===== config.mk =====
export PLATFORM = sky130hd
export DESIGN_NAME = tx_output_script_matcher_top_flat
export DESIGN_NICKNAME = d
export VERILOG_FILES = /design/src/hdl/tosm_pkg.sv /design/src/hdl/tosm_in_if.sv /design/src/hdl/tosm_out_if.sv /design/src/hdl/tx_output_script_matcher_top.sv /design/src/flat_wrapper.sv
export SDC_FILE = /design/constraint.sdc
export NUM_CORES = 2
export LEC_CHECK = 0
export CAP_MARGIN = 20
export CORE_MARGIN = 5
export CORE_UTILIZATION = 25
export DETAILED_ROUTE_END_ITERATION = 10
export DONT_BUFFER_PORTS = 1
export PLACE_DENSITY_LB_ADDON = 0.12
export SYNTH_ARGS = -nofsm -noshare
export SYNTH_HDL_FRONTEND = slang
export SYNTH_SLANG_ARGS = --single-unit
export TNS_END_PERCENT = 5

===== constraint.sdc =====
create_clock -name i_clk -period 18.1 [get_ports i_clk]
set_clock_uncertainty 0.2 [all_clocks]
set_input_delay 3.62 -clock i_clk [delete_from_list [all_inputs] [get_ports i_clk]]
set_output_delay 3.62 -clock i_clk [all_outputs]
set_load 0.01 [all_outputs]

===== src/hdl/tosm_pkg.sv =====
// Package for the transaction output script matcher.
// Holds parser phases, result kinds, register indexes and byte constants.
// No dependencies.
package tosm_pkg;

    // Parser phases: one per field of the serialized transaction, plus done and error.
    typedef enum logic [3:0] {
        PH_VER        = 4'd0,
        PH_MARK       = 4'd1,
        PH_FLAG       = 4'd2,
        PH_INCNT      = 4'd3,
        PH_IN_OUTPT   = 4'd4,
        PH_IN_SLEN    = 4'd5,
        PH_IN_SCRIPT  = 4'd6,
        PH_IN_SEQ     = 4'd7,
        PH_OUTCNT     = 4'd8,
        PH_OUT_AMT    = 4'd9,
        PH_OUT_SLEN   = 4'd10,
        PH_OUT_SCRIPT = 4'd11,
        PH_DONE       = 4'd12,
        PH_ERR        = 4'd13
    } t_phase;

    // Result kinds carried on the output channel.
    typedef enum logic [1:0] {
        KIND_MATCH     = 2'd0,
        KIND_FOUND     = 2'd1,
        KIND_NOT_FOUND = 2'd2,
        KIND_MALFORMED = 2'd3
    } t_kind;

    // Configuration register indexes.
    localparam logic [2:0] CFG_TARGET_LENGTH = 3'd0;
    localparam logic [2:0] CFG_TARGET_WORD0  = 3'd1;
    localparam logic [2:0] CFG_TARGET_WORD1  = 3'd2;
    localparam logic [2:0] CFG_TARGET_WORD2  = 3'd3;
    localparam logic [2:0] CFG_TARGET_WORD3  = 3'd4;
    localparam logic [2:0] CFG_TARGET_WORD4  = 3'd5;
    localparam logic [2:0] CFG_TARGET_WORD5  = 3'd6;

    localparam int unsigned TARGET_WORDS     = 6;
    localparam int unsigned TARGET_BITS      = TARGET_WORDS * 64;
    localparam logic [5:0]  MAX_TARGET_BYTES = 6'd48;

    // Field sizes in bytes.
    localparam logic [5:0] VERSION_BYTES  = 6'd4;
    localparam logic [5:0] OUTPOINT_BYTES = 6'd36;
    localparam logic [5:0] SEQUENCE_BYTES = 6'd4;
    localparam logic [5:0] AMOUNT_BYTES   = 6'd8;

    // Special byte values.
    localparam logic [7:0] VARINT_PFX16 = 8'hfd;
    localparam logic [7:0] VARINT_PFX32 = 8'hfe;
    localparam logic [7:0] MARKER_BYTE  = 8'h00;
    localparam logic [7:0] FLAG_BYTE    = 8'h01;

    // Results caused by one accepted byte: an optional match, then an
    // optional verdict.
    typedef struct packed {
        logic        has_match;
        logic [31:0] index;
        logic [63:0] amount;
        logic        has_end;
        t_kind       verdict;
    } t_res_pair;

endpackage


===== src/hdl/tosm_in_if.sv =====
// Input channel of the transaction output script matcher: one byte per transfer.
// Depends on nothing.
interface tosm_in_if;
    logic       valid;
    logic       ready;
    logic [7:0] data_byte;
    logic       end_of_tx;

    modport source (output valid, output data_byte, output end_of_tx, input ready);
    modport sink   (input valid, input data_byte, input end_of_tx, output ready);
endinterface


===== src/hdl/tosm_out_if.sv =====
// Output channel of the transaction output script matcher: one result per transfer.
// Depends on nothing.
interface tosm_out_if;
    logic        valid;
    logic        ready;
    logic [1:0]  kind;
    logic [31:0] output_index;
    logic [63:0] amount;
    logic        final_res;

    modport source (output valid, output kind, output output_index, output amount,
                    output final_res, input ready);
    modport sink   (input valid, input kind, input output_index, input amount,
                    input final_res, output ready);
endinterface


===== src/hdl/tx_output_script_matcher_top.sv =====
// Top level of the transaction output script matcher.
// Depends on tosm_pkg, tosm_in_if and tosm_out_if.
//
// Usage:
//   i_in carries the serialized transaction, one byte per transfer, with
//   end_of_tx set on its final byte. o_out carries results: a match (kind
//   KIND_MATCH with the output index and amount) for every output whose
//   script equals the target, and on the final byte a verdict (found, not
//   found or malformed). final_res marks the last result caused by a byte. The user
//   must load the target script through i_cfg_we / i_cfg_idx / i_cfg_data while
//   the block is idle, which it does not enforce. It is kept across transactions.
// Timing:
//   Each accepted byte updates the parser state in the same cycle and its
//   results are written into a two-entry result queue; a result is visible
//   on o_out when its entry is at the head of the queue. One byte per cycle is
//   accepted as long as the queue has room; a byte with a match and a
//   verdict sends two results, match first. The queue size sets how far the input
//   runs ahead of a stalled receiver: with two bytes' results waiting,
//   i_in.ready drops until o_out takes the last result of one of them.
// Reset:
//   i_rst_n (synchronous, active low) clears the parser, the queue and the
//   target registers; the block then expects the version of a new stream.
module tx_output_script_matcher_top (
    input  logic              i_clk,
    input  logic              i_rst_n,
    input  logic              i_cfg_we,
    input  logic [2:0]        i_cfg_idx,
    input  logic [63:0]       i_cfg_data,
    tosm_in_if.sink           i_in,
    tosm_out_if.source        o_out
);

    // ---------------------------------------------------------------- config
    logic [5:0]                       r_target_len;
    logic [tosm_pkg::TARGET_BITS-1:0] r_target;

    always_ff @(posedge i_clk) begin
        if (!i_rst_n) begin
            r_target_len <= '0;
            r_target     <= '0;
        end else if (i_cfg_we) begin
            unique case (i_cfg_idx)
                tosm_pkg::CFG_TARGET_LENGTH: r_target_len       <= i_cfg_data[5:0];
                tosm_pkg::CFG_TARGET_WORD0:  r_target[0*64 +: 64] <= i_cfg_data;
                tosm_pkg::CFG_TARGET_WORD1:  r_target[1*64 +: 64] <= i_cfg_data;
                tosm_pkg::CFG_TARGET_WORD2:  r_target[2*64 +: 64] <= i_cfg_data;
                tosm_pkg::CFG_TARGET_WORD3:  r_target[3*64 +: 64] <= i_cfg_data;
                tosm_pkg::CFG_TARGET_WORD4:  r_target[4*64 +: 64] <= i_cfg_data;
                tosm_pkg::CFG_TARGET_WORD5:  r_target[5*64 +: 64] <= i_cfg_data;
                default: begin
                    // unused index: drop the write
                end
            endcase
        end
    end

    // ---------------------------------------------------------- parser state
    tosm_pkg::t_phase r_phase,        n_phase;
    logic [5:0]       r_field_count,  n_field_count;
    logic [63:0]      r_varint_accum, n_varint_accum;
    logic [3:0]       r_varint_left,  n_varint_left;
    logic [31:0]      r_inputs_left,  n_inputs_left;
    logic [31:0]      r_outputs_left, n_outputs_left;
    logic [31:0]      r_out_index,    n_out_index;
    logic [63:0]      r_out_amount,   n_out_amount;
    logic [31:0]      r_script_left,  n_script_left;
    logic [5:0]       r_script_pos,   n_script_pos;
    logic             r_match,        n_match;
    logic             r_any_found,    n_any_found;
    logic             r_segwit,       n_segwit;

    logic             in_fire;
    logic             fin_emit;

    // Result queue: two entries, each holding the results of one byte.
    tosm_pkg::t_res_pair r_q [2];
    logic                r_wr_ptr;
    logic                r_rd_ptr;
    logic [1:0]          r_cnt;
    logic                r_sub;
    tosm_pkg::t_res_pair head;
    tosm_pkg::t_res_pair res_pair;
    logic                push;
    logic                pop;
    logic                out_fire;

    assign i_in.ready = (r_cnt != 2'd2);
    assign in_fire    = i_in.valid && i_in.ready;

    // ORs a byte into the lane of a 64-bit word picked by the low bits of the field counter.
    function automatic logic [63:0] lane_or(input logic [63:0] word, input logic [2:0] lane,
                                            input logic [7:0] b);
        logic [63:0] res;
        res = word;
        for (int k = 0; k < 8; k++) begin
            if (lane == 3'(k)) begin
                res[k*8 +: 8] = word[k*8 +: 8] | b;
            end
        end
        return res;
    endfunction

    // ------------------------------------------------ next state of the parser
    logic [7:0]  b;
    logic [3:0]  vl_in;
    logic [5:0]  fc_inc;
    logic        vf_done;
    logic [63:0] vf_val;
    logic [3:0]  vf_left;
    logic [63:0] vf_acc;
    logic [5:0]  vf_fc;
    logic [31:0] vf_sat;
    logic [31:0] sl_dec;
    logic [31:0] il_dec;
    logic [31:0] ol_dec;
    logic [7:0]  tbyte;
    logic        do_incnt;
    logic        fin;

    always_comb begin
        b      = i_in.data_byte;
        // the marker byte doubles as the first byte of the input count
        vl_in  = (r_phase == tosm_pkg::PH_MARK) ? 4'd0 : r_varint_left;
        fc_inc = r_field_count + 6'd1;
        sl_dec = r_script_left - 32'd1;
        il_dec = r_inputs_left - 32'd1;
        ol_dec = r_outputs_left - 32'd1;

        // varint decoder
        if (vl_in == 4'd0) begin
            vf_acc = r_varint_accum;
            vf_fc  = r_field_count;
            if (b < tosm_pkg::VARINT_PFX16) begin
                vf_done = 1'b1;
                vf_val  = {56'd0, b};
                vf_left = 4'd0;
            end else begin
                vf_done = 1'b0;
                vf_val  = '0;
                vf_acc  = '0;
                vf_fc   = '0;
                vf_left = (b == tosm_pkg::VARINT_PFX16) ? 4'd2 :
                          (b == tosm_pkg::VARINT_PFX32) ? 4'd4 : 4'd8;
            end
        end else begin
            vf_acc  = lane_or(r_varint_accum, r_field_count[2:0], b);
            vf_fc   = fc_inc;
            vf_left = vl_in - 4'd1;
            vf_done = (vf_left == 4'd0);
            vf_val  = vf_acc;
        end
        vf_sat = (|vf_val[63:32]) ? 32'hFFFF_FFFF : vf_val[31:0];

        if (r_script_pos < tosm_pkg::MAX_TARGET_BYTES) begin
            tbyte = r_target[{r_script_pos, 3'b000} +: 8];
        end else begin
            tbyte = 8'd0;
        end

        n_phase        = r_phase;
        n_field_count  = r_field_count;
        n_varint_accum = r_varint_accum;
        n_varint_left  = r_varint_left;
        n_inputs_left  = r_inputs_left;
        n_outputs_left = r_outputs_left;
        n_out_index    = r_out_index;
        n_out_amount   = r_out_amount;
        n_script_left  = r_script_left;
        n_script_pos   = r_script_pos;
        n_match        = r_match;
        n_any_found    = r_any_found;
        n_segwit       = r_segwit;
        do_incnt       = 1'b0;
        fin            = 1'b0;

        unique case (r_phase)
            tosm_pkg::PH_VER: begin
                n_field_count = fc_inc;
                if (fc_inc >= tosm_pkg::VERSION_BYTES) begin
                    n_field_count = '0;
                    n_phase       = tosm_pkg::PH_MARK;
                end
            end
            tosm_pkg::PH_MARK: begin
                n_varint_left = '0;
                if (b == tosm_pkg::MARKER_BYTE) begin
                    n_phase = tosm_pkg::PH_FLAG;
                end else begin
                    n_phase  = tosm_pkg::PH_INCNT;
                    do_incnt = 1'b1;
                end
            end
            tosm_pkg::PH_FLAG: begin
                if (b == tosm_pkg::FLAG_BYTE) begin
                    n_segwit      = 1'b1;
                    n_varint_left = '0;
                    n_phase       = tosm_pkg::PH_INCNT;
                end else begin
                    n_phase = tosm_pkg::PH_ERR;
                end
            end
            tosm_pkg::PH_INCNT: begin
                do_incnt = 1'b1;
            end
            tosm_pkg::PH_IN_OUTPT: begin
                n_field_count = fc_inc;
                if (fc_inc >= tosm_pkg::OUTPOINT_BYTES) begin
                    n_field_count = '0;
                    n_varint_left = '0;
                    n_phase       = tosm_pkg::PH_IN_SLEN;
                end
            end
            tosm_pkg::PH_IN_SLEN: begin
                n_varint_left  = vf_left;
                n_varint_accum = vf_acc;
                n_field_count  = vf_fc;
                if (vf_done) begin
                    n_script_left = vf_sat;
                    n_field_count = '0;
                    n_phase       = (vf_sat == 32'd0) ? tosm_pkg::PH_IN_SEQ
                                                      : tosm_pkg::PH_IN_SCRIPT;
                end
            end
            tosm_pkg::PH_IN_SCRIPT: begin
                n_script_left = sl_dec;
                if (sl_dec == 32'd0) begin
                    n_field_count = '0;
                    n_phase       = tosm_pkg::PH_IN_SEQ;
                end
            end
            tosm_pkg::PH_IN_SEQ: begin
                n_field_count = fc_inc;
                if (fc_inc >= tosm_pkg::SEQUENCE_BYTES) begin
                    n_field_count = '0;
                    n_inputs_left = il_dec;
                    n_varint_left = '0;
                    n_phase       = (il_dec == 32'd0) ? tosm_pkg::PH_OUTCNT
                                                      : tosm_pkg::PH_IN_OUTPT;
                end
            end
            tosm_pkg::PH_OUTCNT: begin
                n_varint_left  = vf_left;
                n_varint_accum = vf_acc;
                n_field_count  = vf_fc;
                if (vf_done) begin
                    if (vf_val == 64'd0) begin
                        n_phase = tosm_pkg::PH_DONE;
                    end else begin
                        n_outputs_left = vf_sat;
                        n_out_index    = '0;
                        n_field_count  = '0;
                        n_phase        = tosm_pkg::PH_OUT_AMT;
                    end
                end
            end
            tosm_pkg::PH_OUT_AMT: begin
                n_out_amount  = lane_or((r_field_count == 6'd0) ? 64'd0 : r_out_amount,
                                        r_field_count[2:0], b);
                n_field_count = fc_inc;
                if (fc_inc >= tosm_pkg::AMOUNT_BYTES) begin
                    n_field_count = '0;
                    n_varint_left = '0;
                    n_phase       = tosm_pkg::PH_OUT_SLEN;
                end
            end
            tosm_pkg::PH_OUT_SLEN: begin
                n_varint_left  = vf_left;
                n_varint_accum = vf_acc;
                n_field_count  = vf_fc;
                if (vf_done) begin
                    n_script_left = vf_sat;
                    n_script_pos  = '0;
                    n_match       = (r_target_len != 6'd0)
                                 && (r_target_len <= tosm_pkg::MAX_TARGET_BYTES)
                                 && (vf_val == {58'd0, r_target_len});
                    if (vf_sat == 32'd0) begin
                        fin = 1'b1;
                    end else begin
                        n_phase = tosm_pkg::PH_OUT_SCRIPT;
                    end
                end
            end
            tosm_pkg::PH_OUT_SCRIPT: begin
                if (r_match) begin
                    if (b != tbyte) begin
                        n_match = 1'b0;
                    end
                    n_script_pos = r_script_pos + 6'd1;
                end
                n_script_left = sl_dec;
                if (sl_dec == 32'd0) begin
                    fin = 1'b1;
                end
            end
            default: begin
                // done and error phases ignore bytes
            end
        endcase

        // input count varint
        if (do_incnt) begin
            n_varint_left  = vf_left;
            n_varint_accum = vf_acc;
            n_field_count  = vf_fc;
            if (vf_done) begin
                if (vf_val == 64'd0) begin
                    n_phase       = r_segwit ? tosm_pkg::PH_OUTCNT : tosm_pkg::PH_ERR;
                    n_varint_left = '0;
                end else begin
                    n_inputs_left = vf_sat;
                    n_field_count = '0;
                    n_phase       = tosm_pkg::PH_IN_OUTPT;
                end
            end
        end

        // end of an output script: report a match and advance to the next output or to done
        fin_emit = fin && n_match;
        if (fin) begin
            if (n_match) begin
                n_any_found = 1'b1;
            end
            n_match        = 1'b0;
            n_out_index    = r_out_index + 32'd1;
            n_outputs_left = ol_dec;
            n_field_count  = '0;
            n_phase        = (ol_dec == 32'd0) ? tosm_pkg::PH_DONE : tosm_pkg::PH_OUT_AMT;
        end
    end

    // --------------------------------------------- results caused by this byte
    tosm_pkg::t_kind done_kind;

    always_comb begin
        done_kind = n_any_found ? tosm_pkg::KIND_FOUND : tosm_pkg::KIND_NOT_FOUND;

        res_pair.has_match = fin_emit;
        res_pair.index     = r_out_index;
        res_pair.amount    = r_out_amount;
        res_pair.has_end   = i_in.end_of_tx;

        unique case (n_phase)
            tosm_pkg::PH_DONE, tosm_pkg::PH_OUTCNT: begin
                res_pair.verdict = done_kind;
            end
            tosm_pkg::PH_INCNT: begin
                res_pair.verdict = (n_segwit && n_varint_left == 4'd0)
                                 ? tosm_pkg::KIND_NOT_FOUND : tosm_pkg::KIND_MALFORMED;
            end
            tosm_pkg::PH_OUT_SLEN: begin
                res_pair.verdict = (n_varint_left == 4'd0 && n_outputs_left == 32'd1)
                                 ? done_kind : tosm_pkg::KIND_MALFORMED;
            end
            default: begin
                res_pair.verdict = tosm_pkg::KIND_MALFORMED;
            end
        endcase

        push = in_fire && (fin_emit || i_in.end_of_tx);
    end

    always_ff @(posedge i_clk) begin
        if (!i_rst_n || (in_fire && i_in.end_of_tx)) begin
            // reset or end of transaction: return to the version phase, keep the target
            r_phase        <= tosm_pkg::PH_VER;
            r_field_count  <= '0;
            r_varint_accum <= '0;
            r_varint_left  <= '0;
            r_inputs_left  <= '0;
            r_outputs_left <= '0;
            r_out_index    <= '0;
            r_out_amount   <= '0;
            r_script_left  <= '0;
            r_script_pos   <= '0;
            r_match        <= 1'b0;
            r_any_found    <= 1'b0;
            r_segwit       <= 1'b0;
        end else if (in_fire) begin
            r_phase        <= n_phase;
            r_field_count  <= n_field_count;
            r_varint_accum <= n_varint_accum;
            r_varint_left  <= n_varint_left;
            r_inputs_left  <= n_inputs_left;
            r_outputs_left <= n_outputs_left;
            r_out_index    <= n_out_index;
            r_out_amount   <= n_out_amount;
            r_script_left  <= n_script_left;
            r_script_pos   <= n_script_pos;
            r_match        <= n_match;
            r_any_found    <= n_any_found;
            r_segwit       <= n_segwit;
        end
    end

    // ----------------------------------------------------------- result queue
    assign head     = r_q[r_rd_ptr];
    assign out_fire = o_out.valid && o_out.ready;
    // hold the entry while its match goes out ahead of its verdict
    assign pop      = out_fire && !(head.has_match && head.has_end && !r_sub);

    always_comb begin
        o_out.valid = (r_cnt != 2'd0);
        if (head.has_match && !r_sub) begin
            o_out.kind         = tosm_pkg::KIND_MATCH;
            o_out.output_index = head.index;
            o_out.amount       = head.amount;
            o_out.final_res    = !head.has_end;
        end else begin
            o_out.kind         = head.verdict;
            o_out.output_index = '0;
            o_out.amount       = '0;
            o_out.final_res    = 1'b1;
        end
    end

    always_ff @(posedge i_clk) begin
        if (push) begin
            r_q[r_wr_ptr] <= res_pair;
        end
    end

    always_ff @(posedge i_clk) begin
        if (!i_rst_n) begin
            r_wr_ptr <= 1'b0;
            r_rd_ptr <= 1'b0;
            r_cnt    <= '0;
            r_sub    <= 1'b0;
        end else begin
            if (push) begin
                r_wr_ptr <= !r_wr_ptr;
            end
            if (pop) begin
                r_rd_ptr <= !r_rd_ptr;
                r_sub    <= 1'b0;
            end else if (out_fire) begin
                r_sub    <= 1'b1;
            end
            if (push && !pop) begin
                r_cnt <= r_cnt + 2'd1;
            end else if (pop && !push) begin
                r_cnt <= r_cnt - 2'd1;
            end
        end
    end

    // ------------------------------------------------------------- assertions
    a_cnt_bound: assert property (@(posedge i_clk) disable iff (!i_rst_n)
        r_cnt <= 2'd2)
        else $error("result queue overfilled");

    a_sub_only_split: assert property (@(posedge i_clk) disable iff (!i_rst_n)
        r_sub |-> (r_cnt != 2'd0 && head.has_match && head.has_end))
        else $error("split flag set on an entry without two results");

    a_head_nonempty: assert property (@(posedge i_clk) disable iff (!i_rst_n)
        o_out.valid |-> (head.has_match || head.has_end))
        else $error("empty entry at queue head");

    a_end_clears: assert property (@(posedge i_clk) disable iff (!i_rst_n)
        (in_fire && i_in.end_of_tx) |=> (r_phase == tosm_pkg::PH_VER && !r_any_found))
        else $error("parser not cleared after end of transaction");

    a_pos_bound: assert property (@(posedge i_clk) disable iff (!i_rst_n)
        r_script_pos <= tosm_pkg::MAX_TARGET_BYTES)
        else $error("script compare position beyond target");

endmodule

===== src/flat_wrapper.sv =====
// flat-port wrapper written by rule: the top's interface ports become plain ports
module tx_output_script_matcher_top_flat 
  (i_clk, i_rst_n, i_cfg_we, i_cfg_idx, i_cfg_data, i_in_valid, i_in_data_byte, i_in_end_of_tx, i_in_ready, o_out_valid, o_out_kind, o_out_output_index, o_out_amount, o_out_final_res, o_out_ready);
  tosm_in_if i_in_i ();
  tosm_out_if o_out_i ();
  input  logic i_clk;
  input  logic i_rst_n;
  input  logic i_cfg_we;
  input  logic [2:0] i_cfg_idx;
  input  logic [63:0] i_cfg_data;
  input wire logic [$bits(i_in_i.valid)-1:0] i_in_valid;
  input wire logic [$bits(i_in_i.data_byte)-1:0] i_in_data_byte;
  input wire logic [$bits(i_in_i.end_of_tx)-1:0] i_in_end_of_tx;
  output wire logic [$bits(i_in_i.ready)-1:0] i_in_ready;
  output wire logic [$bits(o_out_i.valid)-1:0] o_out_valid;
  output wire logic [$bits(o_out_i.kind)-1:0] o_out_kind;
  output wire logic [$bits(o_out_i.output_index)-1:0] o_out_output_index;
  output wire logic [$bits(o_out_i.amount)-1:0] o_out_amount;
  output wire logic [$bits(o_out_i.final_res)-1:0] o_out_final_res;
  input wire logic [$bits(o_out_i.ready)-1:0] o_out_ready;
  assign i_in_i.valid = i_in_valid;
  assign i_in_i.data_byte = i_in_data_byte;
  assign i_in_i.end_of_tx = i_in_end_of_tx;
  assign i_in_ready = i_in_i.ready;
  assign o_out_valid = o_out_i.valid;
  assign o_out_kind = o_out_i.kind;
  assign o_out_output_index = o_out_i.output_index;
  assign o_out_amount = o_out_i.amount;
  assign o_out_final_res = o_out_i.final_res;
  assign o_out_i.ready = o_out_ready;
  tx_output_script_matcher_top u_core (.i_clk(i_clk), .i_rst_n(i_rst_n), .i_cfg_we(i_cfg_we), .i_cfg_idx(i_cfg_idx), .i_cfg_data(i_cfg_data), .i_in(i_in_i), .o_out(o_out_i));
endmodule

Word-level counts from Yosys, hierarchy flattened. Memory sizes are Yosys's and may differ from the RTL's. A register that Yosys moved wholly into a read port is not among the register bits. Cells that the tools add are included. W data, S select, Z words.

Output and inout bits: 101. Logic and storage cells: 285. Bits in writable memories: 200. Register bits after elaboration: 674. Input bits: 81. Memories: 1.

Eq/ne operators: 40. Reductions and logical operators: 67. Bitwise operators: 17. Shift operators: 1. $add $sub $neg: 9. Multiplexer cells: 120. Order comparisons: 6.

Memories: u_core.r_q (words 2, width 100, read ports 1, clocked after Yosys merged registers in 1, wr ports 1, RTL line tx_output_script_matcher_top.sv:76) `tosm_pkg::t_res_pair r_q [2];`.

Operators by type and width (number): $mux W32 (16); $mux W64 (7); $shiftx A384 B10 Y8 (1); $mux W8 (18); $logic_not A32 Y1 (4); $or A8 B8 Y8 (16); $mux W4 (27); $sub A32 B1 Y32 const B (3); $mux W6 (13); $eq A64 B6 Y1 (1); $logic_not A64 Y1 (1); $pmux W32 S2 (1); $pmux W6 S7 (1); $pmux W4 S10 (1); $add A32 B1 Y32 const B (1); $eq A32 B1 Y1 const B (1); $reduce_or A32 Y1 (1); $eq A4 B4 Y1 const B (7); $pmux W4 S6 (1); $mux W1 (22); $eq A3 B3 Y1 const B (7); $reduce_and A2 Y1 (9); $eq A4 B3 Y1 const B (4); $eq A8 B8 Y1 const B (2); 39 further kinds (95).

Longest topological paths before layout.
Word-level depth: 17. Depth in mapped cells: 21. Depth with buffers taken out: 19.

Least setup slack after synthesis. OpenSTA, ideal clock, no wires.

Path type: input -> register. From: input port i_in_data_byte[4]. To: memory u_core.r_q[1][0] in the netlist's numbering, enable pin. Arrival time: 10.447 ns. Setup time: 0.571 ns. Setup slack: 6.882 ns. Data required time: 17.329 ns. Path buffers: 2. Cell stages on the path: 11. Cell sequence: buf_2 -> nand4_1 -> nor3_1 -> mux2i_1 -> a211o_1 -> or4_1 -> and2_1 -> clkbuf_1 -> nor3_1 -> a21oi_1 -> nor2b_1.

Word-level cells in the longest chain between the ends: 14. Elaborated cells on any way between the ends: 39. Those cells by class: order compare: 1; eq/ne: 2; mux: 22; bitwise: 8; reduce/logical: 6.

Ends and longest elaborated chain: start: declaration (RTL line flat_wrapper.sv:12) `input wire logic [$bits(i_in_i.data_byte)-1:0] i_in_data_byte;`; parallel branches: the longest is 9 deep, another holds $lt A8 B8 Y1; $logic_and A1 B1 Y1 * (RTL line tx_output_script_matcher_top.sv:318) `fin_emit = fin && n_match;`; $logic_or A1 B1 Y1 * (RTL line tx_output_script_matcher_top.sv:359) `push = in_fire && (fin_emit || i_in.end_of_tx);`; $logic_and A1 B1 Y1 * (RTL line tx_output_script_matcher_top.sv:359); $mux W1 * (RTL line tx_output_script_matcher_top.sv:417) `if (push) begin`; $mux W1 (not written as such) * (RTL line tx_output_script_matcher_top.sv:418) `r_q[r_wr_ptr] <= res_pair;`; end: declaration (RTL line tx_output_script_matcher_top.sv:76).

Mark *: on every way between the ends.

Worst setup path after layout.
From: input port i_in_data_byte[6]. To: memory u_core.r_q[1][32] in the netlist's numbering, enable pin.

Same word-level chain as after synthesis.

==> metrics.csv <==
metric,value,unit
RSZ-0062 raised after global routing,no,
footprint of the multi-input gates,20500,µm²
number of buffers added for setup after CTS,0,
layout overhead on the synthesized area,13.0,%
Post-layout nets,4507,
CTS tree,built,
placer congestion estimate,0.862,
number of unique standard cell types used by synthesis,94,
headroom to the max-slew limit,-16.6,%
number of optimization iterations in the first detailed-route pass,7,
Max Buffers Root-to-Sink,3,
cell area after placement,43500,µm²
"most common cell after layout, fill and taps aside",nand2_1,
Area contributors post-synth,"dfxtp_1, edfxtp_1, nand2_1",
Netlist Area Pre-Place,41500,µm²
hold-fix buffers at CTS,0,
Avg Vias per Cell,4.93,
Die Y,417,µm
clock input transition at the sequential cells of the worst setup and hold paths,0.06,ns
wire length of the first global-routing pass,220,mm
kind of end point of the critical path,flop,
worst vdd ir,0.0000760,V
Mapped Nets,4679,
class of the worst hold path,reg -> reg,
instance count of the mapped netlist,4580,
portion of the clock cycle consumed by the worst path in the final layout,49.5,%
row count,149,
H-tree depth,3,
Residual DRC,0,
count of final setup violators,0,
Final Hold Violating Endpoints,0,
post-synthesis register bit count,875,
Final Routed Wirelength,149,mm
count of buffers from port buffering,0,
detailed-route via count,33000,
top-level port count,182,
highest attainable clock frequency,0.112,GHz
pwr/cell area,103,nW/µm²
leakage power,15.0,nW
Crit path arrival time,9.08,ns
share of the synthesized area in the top cell type,32.6,%
Iteration-0 DRC Markers,2517,
Worst Path Max Fanout,69,
leftover overflow at the end of global routing,0,
required time at the worst-slack endpoint,18.22,ns
Sequential Area,19500,µm²
Die W,417,µm
antenna violations before repair,1,
Least-Margin Pin Slew,1.75,ns
Finished Cell Area,46900,µm²
area of the placeable core,165000,µm²
number of sinks handled by clock tree synthesis,875,
class of the most critical setup path,in -> reg,
fraction of layout cells with a size suffix above 1,8.59,%
final core occ,28.4,%
ys async rst share,0,%
"top library cells by usage in the layout, fill and taps aside","nand2_1, dfxtp_1, nor2_1",
number of violations of the max-capacitance limit,0,
count of fill cells added during filler insertion,17500,
source-to-sink clock delay at the later pin of the worst-skew pair,0.73,ns
root buffer selected by CTS,clkbuf_16,
number of buffers added by the clock tree synthesis step,104,
failing checks,slew limit,
DP Wirelength,95.0,mm
outcome,finished with violations,
final max-slew violation count,146,
post-cts sizing count,0,
DR WL/cell,22.3,µm
average cell area after synthesis,9.06,µm²
critical path startpoint category,input pin,
setup_tns,0,ns
effective utilization at floorplan,25.1,%
number of warnings reported in the yosys synthesis log,0,
count of nets left with antenna violations after detail routing,0,
time the final worst path needs with I/O delays and setup,8.96,ns
number of enable-type register cells in the synthesized netlist,200,
die footprint,174000,µm²
leading area contributor after synthesis,dfxtp_1,
commonest register cell after synthesis,dfxtp_1,
register area share after synthesis,47.1,%
via count of the first global-routing pass,31800,
pin count of the biggest net entering global routing,400,
Total Routing Usage GR,16.5,%
routing by layer:
layer	wire, µm	GRT usage [%]
met5	0	0
met4	5850	6.17
met3	8510	3.89
met2	68900	26.9
met1	65600	21.4
per-stage QoR:
stage | total power, mW | worst slack, ns | hold WS, ns | cells
6_report | 4.84 | 9.14 | 0.229 | 6682
3_5_place_dp | 2.84 | 8.21 | 0.240 | 6487
3_3_place_gp | 2.84 | 8.36 | 0.234 | 6486
2_1_floorplan | 2.65 | 6.88 | 0.226 | 4580
5_1_grt | 5.06 | 8.68 | 0.244 | 6680
4_1_cts | 4.93 | 8.98 | 0.223 | 6676
final cells by class:
type	count	share of cell area (%)
clock inverter	35	0.892
inverter	50	0.400
sequential	875	41.7
timing repair buffer	66	1.16
tap	2189	5.84
antenna	2	0.0107
clock buffer	154	6.19
multi-input combinational	3311	43.8
flip-flops by register name, indices dropped and copies added, names as in the netlist, 6 cells and up, named ones only:
name / cells
u_core.r_field_count: 6
u_core.r_inputs_left: 32
u_core.r_out_amount: 64
u_core.r_out_index: 32
u_core.r_outputs_left: 32
u_core.r_q: 200
u_core.r_script_left: 32
u_core.r_script_pos: 6
u_core.r_target: 384
u_core.r_target_len: 6
u_core.r_varint_accum: 64
critical path, cell delays in order:
cell and delay, ns:
nor4_2 0.61, nand2_1 0.28, a21oi_1 0.26, and3_1 0.81, nand2b_1 0.14, a21oi_1 0.55
nand4_1 0.16, nand2_1 0.11, nor2_1 0.11, nor3_1 0.34, a21oi_1 0.22, nor2b_4 0.85
buf_4 0.91
power by group:
group          total (mW)  switching [mW]  internal [mW]
registers            2.09          0.0328           2.06
logic               0.699           0.478          0.221
clock network        2.05           0.879           1.17
total                4.84            1.39           3.45
cells in the mapped netlist, types with 79 or more instances:
master    count
mux4_2      120
mux2i_1     117
edfxtp_1    200
nand2_1     966
dfxtp_1     675
nor3_1       79
clkbuf_1    294
a21oi_1     181
o21ai_0     124
a21boi_0    389
nor2_1      492
a22oi_1     161
path summary, 6_finish.rpt:
kind                           start                end  slack, ns  depth (start not counted)
max                i_in_data_byte[6]  u_core.r_q[1][32]       9.14                         13
min          u_core.r_out_amount[26]  u_core.r_q[0][29]       0.23                          0
max reg2reg   u_core.r_script_pos[0]  u_core.r_q[1][32]      10.72                         14
min reg2reg  u_core.r_out_amount[26]  u_core.r_q[0][29]       0.23                          0
logic make-up (layout without fill, tap and decap cells):
family | Yosys count | in the layout | share of synthesized area (%)
adder cells (fa/ha/maj) | 18 | 18 | 0.543
AO/OA/AOI/OAI | 1092 | 1092 | 18.0
buffers and inverters | 394 | 305 | 3.67
multiplexers | 239 | 239 | 9.39
flip-flops | 875 | 875 | 47.1
other | 0 | 2 | 0
XOR/XNOR | 70 | 70 | 1.48
AND/OR/NAND/NOR | 1892 | 1892 | 19.9
Note: power is estimated with default switching activity, not from simulation.
